`config.mk`:
```
export PLATFORM = sky130hd
export DESIGN_NAME = keyboard_key_state_filter
export DESIGN_NICKNAME = d
export VERILOG_FILES = /design/src/kksf_pkg.sv /design/src/kksf_ctrl.sv /design/src/kksf_dp.sv /design/src/keyboard_key_state_filter.sv
export SDC_FILE = /design/constraint.sdc
export NUM_CORES = 1
export LEC_CHECK = 0
export BUFFER_PORTS_ARGS = -buffer_cell sky130_fd_sc_hd__buf_2
export CORE_ASPECT_RATIO = 1.1
export CORE_MARGIN = 4
export CORE_UTILIZATION = 55
export DETAILED_ROUTE_END_ITERATION = 12
export PLACE_DENSITY = 0.75
export SYNTH_ARGS = -nofsm -noshare
export SYNTH_HDL_FRONTEND = slang
export SYNTH_SLANG_ARGS = --single-unit
```
`constraint.sdc`:
```
create_clock -name clk -period 5 [get_ports clk]
set_input_delay 0.25 -clock clk [delete_from_list [all_inputs] [get_ports clk]]
set_output_delay 0.25 -clock clk [all_outputs]
set_load 0.01 [all_outputs]
```
`src/kksf_pkg.sv`:
```
package kksf_pkg;

	localparam int KEY_COUNT = 128;
	localparam int KEY_W     = $clog2(KEY_COUNT);
	localparam int JOY_COUNT = 12;
	localparam int IDX_W     = $clog2(JOY_COUNT);

	localparam logic [IDX_W-1:0] JOY_LAST = IDX_W'(JOY_COUNT - 1);

	localparam logic [2:0] CMD_KEY   = 3'd0;
	localparam logic [2:0] CMD_FORCE = 3'd1;
	localparam logic [2:0] CMD_JOY   = 3'd2;
	localparam logic [2:0] CMD_COPY  = 3'd3;
	localparam logic [2:0] CMD_CLEAR = 3'd4;

	localparam logic CFG_LOCK_MASK = 1'b0;
	localparam logic CFG_SUPPRESS  = 1'b1;

	localparam logic [KEY_W-1:0] KEY_SHIFT = 7'h70;
	localparam logic [KEY_W-1:0] KEY_CAPS  = 7'h71;
	localparam logic [KEY_W-1:0] KEY_KANA  = 7'h72;
	localparam logic [KEY_W-1:0] KEY_GRPH  = 7'h73;
	localparam logic [KEY_W-1:0] KEY_CTRL  = 7'h74;
	localparam logic [KEY_W-1:0] KEY_ALT_CAPS = 7'h79;
	localparam logic [KEY_W-1:0] KEY_ALT_KANA = 7'h7a;
	localparam logic [KEY_W-1:0] REMAP_OFS = 7'h08;
	localparam logic [KEY_W-1:0] KEY_COPY  = 7'h60;

	typedef enum logic [1:0] {
		ST_IDLE,
		ST_STEP,
		ST_MAKE,
		ST_FLUSH
	} kksf_state_t;

	typedef struct packed {
		logic load;
		logic step;
		logic make;
		logic flush;
	} kksf_cmd_t;

	typedef struct packed {
		logic emit_req;
		logic need_make;
		logic last_step;
		logic can_emit;
	} kksf_stat_t;

	// bit0: muted in suppress mode, bit1: no auto-repeat
	function automatic logic [1:0] key_flags(input logic [KEY_W-1:0] k);
		logic [1:0] f;
		f = 2'd0;
		case (k) inside
			7'h1c, 7'h29, 7'h2a, 7'h34, 7'h3a, 7'h3b, 7'h3c, 7'h3d,
			7'h43, 7'h46, 7'h48, 7'h4b: f = 2'd1;
			7'h38, [7'h52:7'h56], [7'h62:7'h6b], [7'h70:7'h74]: f = 2'd2;
			default: f = 2'd0;
		endcase
		return f;
	endfunction

	function automatic logic [KEY_W-1:0] joy_key(input logic [IDX_W-1:0] i);
		logic [KEY_W-1:0] k;
		k = 7'h00;
		unique case (i)
			4'd0:  k = 7'h2a;
			4'd1:  k = 7'h34;
			4'd2:  k = 7'h29;
			4'd3:  k = 7'h1c;
			4'd4:  k = 7'h3c;
			4'd5:  k = 7'h48;
			4'd6:  k = 7'h3b;
			4'd7:  k = 7'h46;
			4'd8:  k = 7'h3d;
			4'd9:  k = 7'h4b;
			4'd10: k = 7'h3a;
			4'd11: k = 7'h43;
			default: k = 7'h00;
		endcase
		return k;
	endfunction

endpackage

```
`src/kksf_ctrl.sv`:
```
module kksf_ctrl (
	input  logic                clk,
	input  logic                arst_n,
	input  logic                in_valid,
	output logic                in_ready,
	input  kksf_pkg::kksf_stat_t stat,
	output kksf_pkg::kksf_cmd_t  cmd
);

	kksf_pkg::kksf_state_t state_q, state_d;
	logic go;

	assign go = !stat.emit_req || stat.can_emit;

	always_ff @(posedge clk or negedge arst_n) begin
		if (!arst_n) begin
			state_q <= kksf_pkg::ST_IDLE;
		end else begin
			state_q <= state_d;
		end
	end

	always_comb begin
		state_d = state_q;
		unique case (state_q)
			kksf_pkg::ST_IDLE: begin
				if (in_valid) state_d = kksf_pkg::ST_STEP;
			end
			kksf_pkg::ST_STEP: begin
				if (go) begin
					if (stat.need_make) state_d = kksf_pkg::ST_MAKE;
					else if (stat.last_step) state_d = kksf_pkg::ST_FLUSH;
				end
			end
			kksf_pkg::ST_MAKE: begin
				if (stat.can_emit) state_d = kksf_pkg::ST_FLUSH;
			end
			kksf_pkg::ST_FLUSH: begin
				if (stat.can_emit) state_d = kksf_pkg::ST_IDLE;
			end
			default: state_d = kksf_pkg::ST_IDLE;
		endcase
	end

	always_comb begin
		in_ready  = (state_q == kksf_pkg::ST_IDLE);
		cmd.load  = (state_q == kksf_pkg::ST_IDLE) && in_valid;
		cmd.step  = (state_q == kksf_pkg::ST_STEP) && go;
		cmd.make  = (state_q == kksf_pkg::ST_MAKE) && stat.can_emit;
		cmd.flush = (state_q == kksf_pkg::ST_FLUSH) && stat.can_emit;
	end

endmodule

```
`src/kksf_dp.sv`:
```
module kksf_dp (
	input  logic                clk,
	input  logic                arst_n,
	input  logic                cfg_we,
	input  logic                cfg_idx,
	input  logic [2:0]          cfg_wdata,
	input  logic [2:0]          command,
	input  logic [7:0]          code,
	output logic                out_valid,
	input  logic                out_ready,
	output logic [7:0]          scan_code,
	output logic                last,
	input  kksf_pkg::kksf_cmd_t  cmd,
	output kksf_pkg::kksf_stat_t stat
);

	localparam int KW = kksf_pkg::KEY_W;
	localparam int IW = kksf_pkg::IDX_W;
	localparam int KEY_COUNT_M1 = kksf_pkg::KEY_COUNT - 1;

	logic [2:0]            lock_mask_q;
	logic                  suppress_q;
	logic [KEY_COUNT_M1:0] key_down_q;
	logic [2:0]            cmd_q;
	logic [7:0]            code_q;
	logic [IW-1:0]         idx_q;
	logic                  pend_valid_q;
	logic [7:0]            pend_code_q;
	logic                  out_valid_q;
	logic [7:0]            scan_q;
	logic                  last_q;

	logic [KW-1:0] raw_key, key_evt, sel_key;
	logic          rel, lock, down, repeat_hit, muted;
	logic [1:0]    flags;
	logic          emit_req, need_make, wr_en, wr_val, clear_all, last_step;
	logic [7:0]    emit_code, new_code;
	logic          out_free, can_emit, push, out_load;

	assign raw_key = code_q[KW-1:0];
	assign rel     = code_q[7];
	assign lock    = (raw_key == kksf_pkg::KEY_CAPS) || (raw_key == kksf_pkg::KEY_KANA) ||
		((raw_key == kksf_pkg::KEY_SHIFT) && lock_mask_q[0]) ||
		((raw_key == kksf_pkg::KEY_CTRL) && lock_mask_q[1]) ||
		((raw_key == kksf_pkg::KEY_GRPH) && lock_mask_q[2]);
	assign key_evt = ((raw_key == kksf_pkg::KEY_ALT_CAPS) || (raw_key == kksf_pkg::KEY_ALT_KANA)) ?
		raw_key - kksf_pkg::REMAP_OFS : raw_key;

	always_comb begin
		case (cmd_q)
			kksf_pkg::CMD_KEY:  sel_key = key_evt;
			kksf_pkg::CMD_JOY:  sel_key = kksf_pkg::joy_key(idx_q);
			kksf_pkg::CMD_COPY: sel_key = kksf_pkg::KEY_COPY | {{(KW-1){1'b0}}, idx_q[0]};
			default:            sel_key = raw_key;
		endcase
	end

	assign down       = key_down_q[sel_key];
	assign flags      = kksf_pkg::key_flags(sel_key);
	assign repeat_hit = (down != rel);
	assign muted      = suppress_q && flags[0];

	always_comb begin
		emit_req  = 1'b0;
		emit_code = {1'b1, sel_key};
		need_make = 1'b0;
		wr_en     = 1'b0;
		wr_val    = 1'b0;
		clear_all = 1'b0;
		case (cmd_q) inside
			kksf_pkg::CMD_KEY: begin
				if (lock) begin
					if (!rel) begin
						emit_req  = 1'b1;
						emit_code = {down, sel_key};
						wr_en     = 1'b1;
						wr_val    = !down;
					end
				end else begin
					if (!repeat_hit) begin
						wr_en  = 1'b1;
						wr_val = !rel;
					end
					if (!(repeat_hit && flags[1]) && !muted) begin
						if (repeat_hit) begin
							if (!rel) begin
								emit_req  = 1'b1;
								need_make = 1'b1;
							end
						end else begin
							emit_req  = 1'b1;
							emit_code = {rel, sel_key};
						end
					end
				end
			end
			kksf_pkg::CMD_FORCE, kksf_pkg::CMD_JOY, kksf_pkg::CMD_COPY: begin
				if (down) begin
					emit_req = 1'b1;
					wr_en    = 1'b1;
				end
			end
			kksf_pkg::CMD_CLEAR: clear_all = 1'b1;
			default: ;
		endcase
	end

	always_comb begin
		case (cmd_q)
			kksf_pkg::CMD_JOY:  last_step = (idx_q == kksf_pkg::JOY_LAST);
			kksf_pkg::CMD_COPY: last_step = idx_q[0];
			default:            last_step = 1'b1;
		endcase
	end

	assign out_free = !out_valid_q || out_ready;
	assign can_emit = !pend_valid_q || out_free;
	assign push     = (cmd.step && emit_req) || cmd.make;
	assign new_code = cmd.make ? {1'b0, sel_key} : emit_code;
	assign out_load = (push || cmd.flush) && pend_valid_q;

	assign stat.emit_req  = emit_req;
	assign stat.need_make = need_make;
	assign stat.last_step = last_step;
	assign stat.can_emit  = can_emit;

	always_ff @(posedge clk or negedge arst_n) begin
		if (!arst_n) begin
			lock_mask_q <= 3'd0;
			suppress_q  <= 1'b0;
		end else if (cfg_we) begin
			unique case (cfg_idx)
				kksf_pkg::CFG_LOCK_MASK: lock_mask_q <= cfg_wdata;
				kksf_pkg::CFG_SUPPRESS:  suppress_q  <= cfg_wdata[0];
				default: ;
			endcase
		end
	end

	always_ff @(posedge clk or negedge arst_n) begin
		if (!arst_n) begin
			key_down_q <= '0;
		end else if (cmd.step) begin
			if (clear_all) key_down_q <= '0;
			else if (wr_en) key_down_q[sel_key] <= wr_val;
		end
	end

	always_ff @(posedge clk) begin
		if (cmd.load) begin
			cmd_q  <= command;
			code_q <= code;
			idx_q  <= '0;
		end else if (cmd.step) begin
			idx_q <= idx_q + IW'(1);
		end
		if (push) pend_code_q <= new_code;
		if (out_load) begin
			scan_q <= pend_code_q;
			last_q <= cmd.flush;
		end
	end

	always_ff @(posedge clk or negedge arst_n) begin
		if (!arst_n) begin
			pend_valid_q <= 1'b0;
			out_valid_q  <= 1'b0;
		end else begin
			if (push) pend_valid_q <= 1'b1;
			else if (cmd.flush) pend_valid_q <= 1'b0;
			if (out_load) out_valid_q <= 1'b1;
			else if (out_ready) out_valid_q <= 1'b0;
		end
	end

	assign out_valid = out_valid_q;
	assign scan_code = scan_q;
	assign last      = last_q;

endmodule

```
`src/keyboard_key_state_filter.sv`:
```
// Throughput: one beat in at a time; each beat passes states idle, step (visiting one
// key per cycle unless the output stalls), make (only for a repeated press) and flush.
// A result waits in the one-entry holding stage until the next result is made or the
// final flush, and then moves into the registered output beat shown on out_valid.
// Reset: all keys released, both config registers zero, no beat pending.
module keyboard_key_state_filter (
	input  logic       clk,
	input  logic       arst_n,
	input  logic       cfg_we,
	input  logic       cfg_idx,
	input  logic [2:0] cfg_wdata,
	input  logic       in_valid,
	output logic       in_ready,
	input  logic [2:0] command,
	input  logic [7:0] code,
	output logic       out_valid,
	input  logic       out_ready,
	output logic [7:0] scan_code,
	output logic       last
);

	kksf_pkg::kksf_cmd_t  cmd;
	kksf_pkg::kksf_stat_t stat;

	kksf_ctrl u_ctrl (
		.clk      (clk),
		.arst_n   (arst_n),
		.in_valid (in_valid),
		.in_ready (in_ready),
		.stat     (stat),
		.cmd      (cmd)
	);

	kksf_dp u_dp (
		.clk       (clk),
		.arst_n    (arst_n),
		.cfg_we    (cfg_we),
		.cfg_idx   (cfg_idx),
		.cfg_wdata (cfg_wdata),
		.command   (command),
		.code      (code),
		.out_valid (out_valid),
		.out_ready (out_ready),
		.scan_code (scan_code),
		.last      (last),
		.cmd       (cmd),
		.stat      (stat)
	);

endmodule

```
==> metrics.md <==
| Metric | Value |
|---|---|
| Worst Hold Depth | `2` |
| Syn avg cell area | `about 8.6 um2` |
| Worst Path Arrival | `between 5 and 6 ns` |
| Critical path start-end classification | `flop to flop` |
| CTS sink cnt | `175` |
| R2r setup slk | `~0.073 ns` |
| Worst hold slack | `approximately 0.018 ns` |
| Multiplexer share of the synthesized area | `0.0755` |
| #FFs+latches synth | `approximately 180` |
| Post-Syn Instances | `~1200` |
| First-pass GRT wire length | `approximately 48 mm` |
| Critical Path Source Type | `flop` |
| Core outline area | `about 18000 um2` |
| Slowest stage delay, CP | `about 0.47 ns` |
| TritonCTS Buffers | `17` |
| ANT nets after route | `0` |
| Drt pass-1 iters | `6` |
| Die Y | `~150 um` |
| Buf/Inv on CP | `4` |
| Ports | `31` |
| Worst-path clk slew | `roughly 0.070 ns` |
| Avg WL per Cell | `20.8 um` |
| Crit path required time | `around 5.3 ns` |
| Residual DRC | `0` |
| Routed via count | `9359` |
| Crit end category | `flop` |
| Compound-Gate Fraction of Synth Area | `0.223` |
| Placement-stage cell area | `10700 um2` |
| Tot GR Track Use | `0.298` |
| DPL Wire Length | `18.9 mm` |
| Reg-to-Reg Start | `u_dp.cmd_q[0]` |
| Via-to-Cell Ratio | `6.41` |
| Setup crit start | `u_dp.cmd_q[0]` |
| Max-slew violations | `0` |
| RSZ-0062 raised after global routing | `true` |
| Pwr Density | `between 400 and 500 nW/um2` |
| Fmax achieved | `slightly above 200 MHz` |
| Skew-Pair Late Insertion Delay | `about 0.44 ns` |
| Hold_sp | `out_ready` |
| Synth Area in Adders | `0.0199` |
| Simple-gate area share of the yosys netlist | `0.171` |
| CP max stage cell | `edfxtp_1` |
| Rows | `51` |
| Mapped Nets | `between 1000 and 1500` |
| Wirelength, routed | `~30 mm` |
| Design area | `11700 um2` |
| CTS root buf | `clkbuf_16` |
| Setup ws final | `between 0.07 and 0.08 ns` |
| Number of antenna violations at the first check in global routing | `0` |
| Worst Hold Class | `primary input to flop` |
| Status | `finished, final reports clean` |
| Routability cong. | `a little over 0.9` |
| Post-synth ARST share | `0.777` |
| Vias in the first global route | `8923` |
| Total grt overflow | `0` |
| Crit-path max FO | `9` |
| Pre-CTS setup slack | `-0.0512 ns` |
| Ys Warns | `0` |
| Fillers | `approximately 1400` |
| Top FF cell, synth | `dfrtp_1` |
| Die area | `just over 20000 um2` |
| Port buffer count | `30` |
| Synth Area in XOR/XNOR | `0.00935` |
| Slew HR | `0.125` |
| Initial Utilization | `0.564` |
| Fin Clk Skew | `between 0.01 and 0.015 ns` |
| Die X | `around 140 um` |
| Final Hold Viols | `0` |
| Hold endpoint | `u_dp.out_valid` |
| Synthesized area | `around 10000 um2` |
| Reg2reg path depth | `24` |
| CTS tree | `built` |
| Largest family of logic cells by synthesized area | `compound AO/OA/AOI/OAI gates` |
| Worst IR Drop VDD | `between 0.3 and 0.4 mV` |
| ANT cells | `0` |
| Drt first-iter violations | `between 1000 and 1500` |
| P&R area growth vs syn | `16.2%` |
| Crit-path cells | `mux2_4 -> mux2i_4 -> clkinv_4 -> buf_12 -> buf_12 -> mux4_2 -> nor2_1 -> or3_1 -> nand4_1 -> o2111ai_2 -> nand2_2 -> ha_4 -> a31oi_1 -> or2_1 -> o31ai_4 -> o21ai_2 -> nand2_2 -> xnor2_2 -> or2_4 -> ha_4 -> inv_4 -> a32oi_1 -> o211a_1 -> a311oi_1` |
| Distinct cells, synth | `87` |
| Pleak | `4.66 nW` |
| Pin slew with the least headroom to its limit | `1.30 ns` |
| Share of cells above drive strength 1 | `0.176` |
| Final net count | `roughly 1200` |
| Final TNS setup | `0 ns` |
| Family with the most delay on the worst path | `simple AND/OR/NAND/NOR gates` |
| Sequential share of the synthesized area | `0.445` |
| Largest net degree at the start of global routing | `approximately 100` |
| CTS H-Tree Depth | `4` |
| Crit share post-route | `0.985` |
| Number of synthesized flops with an enable pin | `28` |
| Final setup vio count | `0` |
| Max Cap Violations | `0` |
| Clk buf depth | `2` |
| Minimum clock period | `around 5 ns` |
[power by group]
part           switching, mW  total, mW  internal (mW)
combinational           1.29       2.13          0.835
clock                  0.613       1.31          0.692
sequential             0.102       1.74           1.64
[per-layer routing]
| layer | up-vias | GRT usage | routed length [um] |
|---|---|---|---|
| li1 | 4196 | - | - |
| met1 | 4494 | 0.407 | 12100 |
| met2 | 547 | 0.469 | 14100 |
| met3 | 122 | 0.0525 | 2710 |
| met4 | 0 | 0.135 | 1450 |
| met5 | - | 0 | 0 |
[logic make-up (layout without fill, tap and decap cells)]
| kind of cell | after synthesis | count (layout) |
|---|---|---|
| buffers and inverters | 134 | 192 |
| and+or+nand+nor | 394 | 394 |
| AOI/OAI and AO/OA | 377 | 377 |
| DFF | 175 | 175 |
| adders and majority gates | 16 | 16 |
| xor gates and xnor gates | 9 | 9 |
| muxes | 60 | 60 |
[how the worst max path moves through the flow]
stage,to,slack [ns],cells after the start
CTS,flop,0.008,24
global route,flop,-0.13,24
finish,flop,0.07,24
global placement,flop,0.06,24
detailed placement,flop,-0.05,24
floorplan,flop,0.02,26
[timing repair]
action,4_1_cts,5_1_grt
buffers inserted,1,10
hold buffers,12,0
cloned,0,1
endpoints found under the setup margin,1,7
pin swaps,1,14
gates resized for setup,10,28
endpoints found under the hold margin,40,0
[flip-flops by register name (all words and copies together), names as in the netlist, 2 cells and up, named ones only]
signal,flops
u_ctrl.state_q,2
u_dp.cmd_q,3
u_dp.idx_q,4
u_dp.lock_mask_q,3
u_dp.code_q,8
u_dp.scan_code,8
u_dp.key_down_q,128
u_dp.pend_code_q,8
[synth_stat cells, types with 3 or more instances]
cell / count / share of area
a2111oi_0: 3 / 0.0026
and2_1: 4 / 0.0025
clkbuf_1: 71 / 0.027
or3_1: 3 / 0.0019
mux2i_1: 39 / 0.039
dfxtp_1: 11 / 0.022
o21a_1: 3 / 0.0022
nor3_1: 8 / 0.0040
inv_2: 4 / 0.0015
nand3_1: 35 / 0.017
xnor2_1: 4 / 0.0035
ha_1: 16 / 0.020
o21ai_1: 21 / 0.010
a211oi_1: 20 / 0.015
xor2_1: 3 / 0.0026
nor2_1: 238 / 0.089
nand2b_1: 3 / 0.0019
edfxtp_1: 28 / 0.084
nand2_1: 67 / 0.025
o21ai_0: 244 / 0.12
buf_2: 15 / 0.0075
or4b_1: 3 / 0.0030
nand4_1: 5 / 0.0031
buf_1: 4 / 0.0015
inv_1: 31 / 0.012
mux4_2: 10 / 0.022
a32oi_1: 3 / 0.0026
mux2_2: 8 / 0.0090
dfrtp_1: 136 / 0.34
a311oi_1: 7 / 0.0061
a31oi_1: 25 / 0.016
buf_4: 5 / 0.0037
or2_2: 4 / 0.0025
a21oi_1: 13 / 0.0065
[layout make-up]
type,count,area (um2),share of cell area
multi-input combinational,856,5180,0.444
sequential,175,4460,0.383
timing repair buffer,123,1000,0.0858
clock buffer,17,425,0.0365
tap,238,298,0.0255
inverter,37,154,0.0132
clock inverter,15,138,0.0118
[worst register-to-register path: stages, from the launching register on]
cell	delay [ns]
edfxtp_1	0.47
mux2_4	0.35
mux2i_4	0.21
clkinv_4	0.09
buf_12	0.16
buf_12	0.15
mux4_2	0.32
nor2_1	0.03
or3_1	0.30
nand4_1	0.15
o2111ai_2	0.15
nand2_2	0.14
ha_4	0.21
a31oi_1	0.14
or2_1	0.21
o31ai_4	0.08
o21ai_2	0.18
nand2_2	0.12
xnor2_2	0.17
or2_4	0.26
ha_4	0.26
inv_4	0.07
a32oi_1	0.09
o211a_1	0.25
a311oi_1	0.25
[placed cells by master, fill, tap and decap left out, drive strengths merged, types with 6 or more instances in the layout]
cell,n
o21ai,266
nor2,239
dfrtp,136
buf,110
nand2,67
mux2i,40
inv,40
nand3,35
edfxtp,28
a31oi,25
a211oi,22
clkbuf,18
ha,16
a21oi,14
dlygate4sd3,12
dfxtp,11
mux4,10
mux2,10
nor3,9
a311oi,7
or2,7
nand4,6
xnor2,6
clkinv,6
[through the flow]
stage | total power [mW] | cells | util
floorplan | 3.01 | 1165 | -
global placement | 3.58 | 1405 | 0.600
detailed placement | 3.61 | 1405 | 0.600
CTS | 4.95 | 1450 | 0.642
global route | 5.42 | 1461 | 0.655
finish | 5.17 | 1461 | 0.655
No activity file was read; power rests on OpenSTA's default activity.
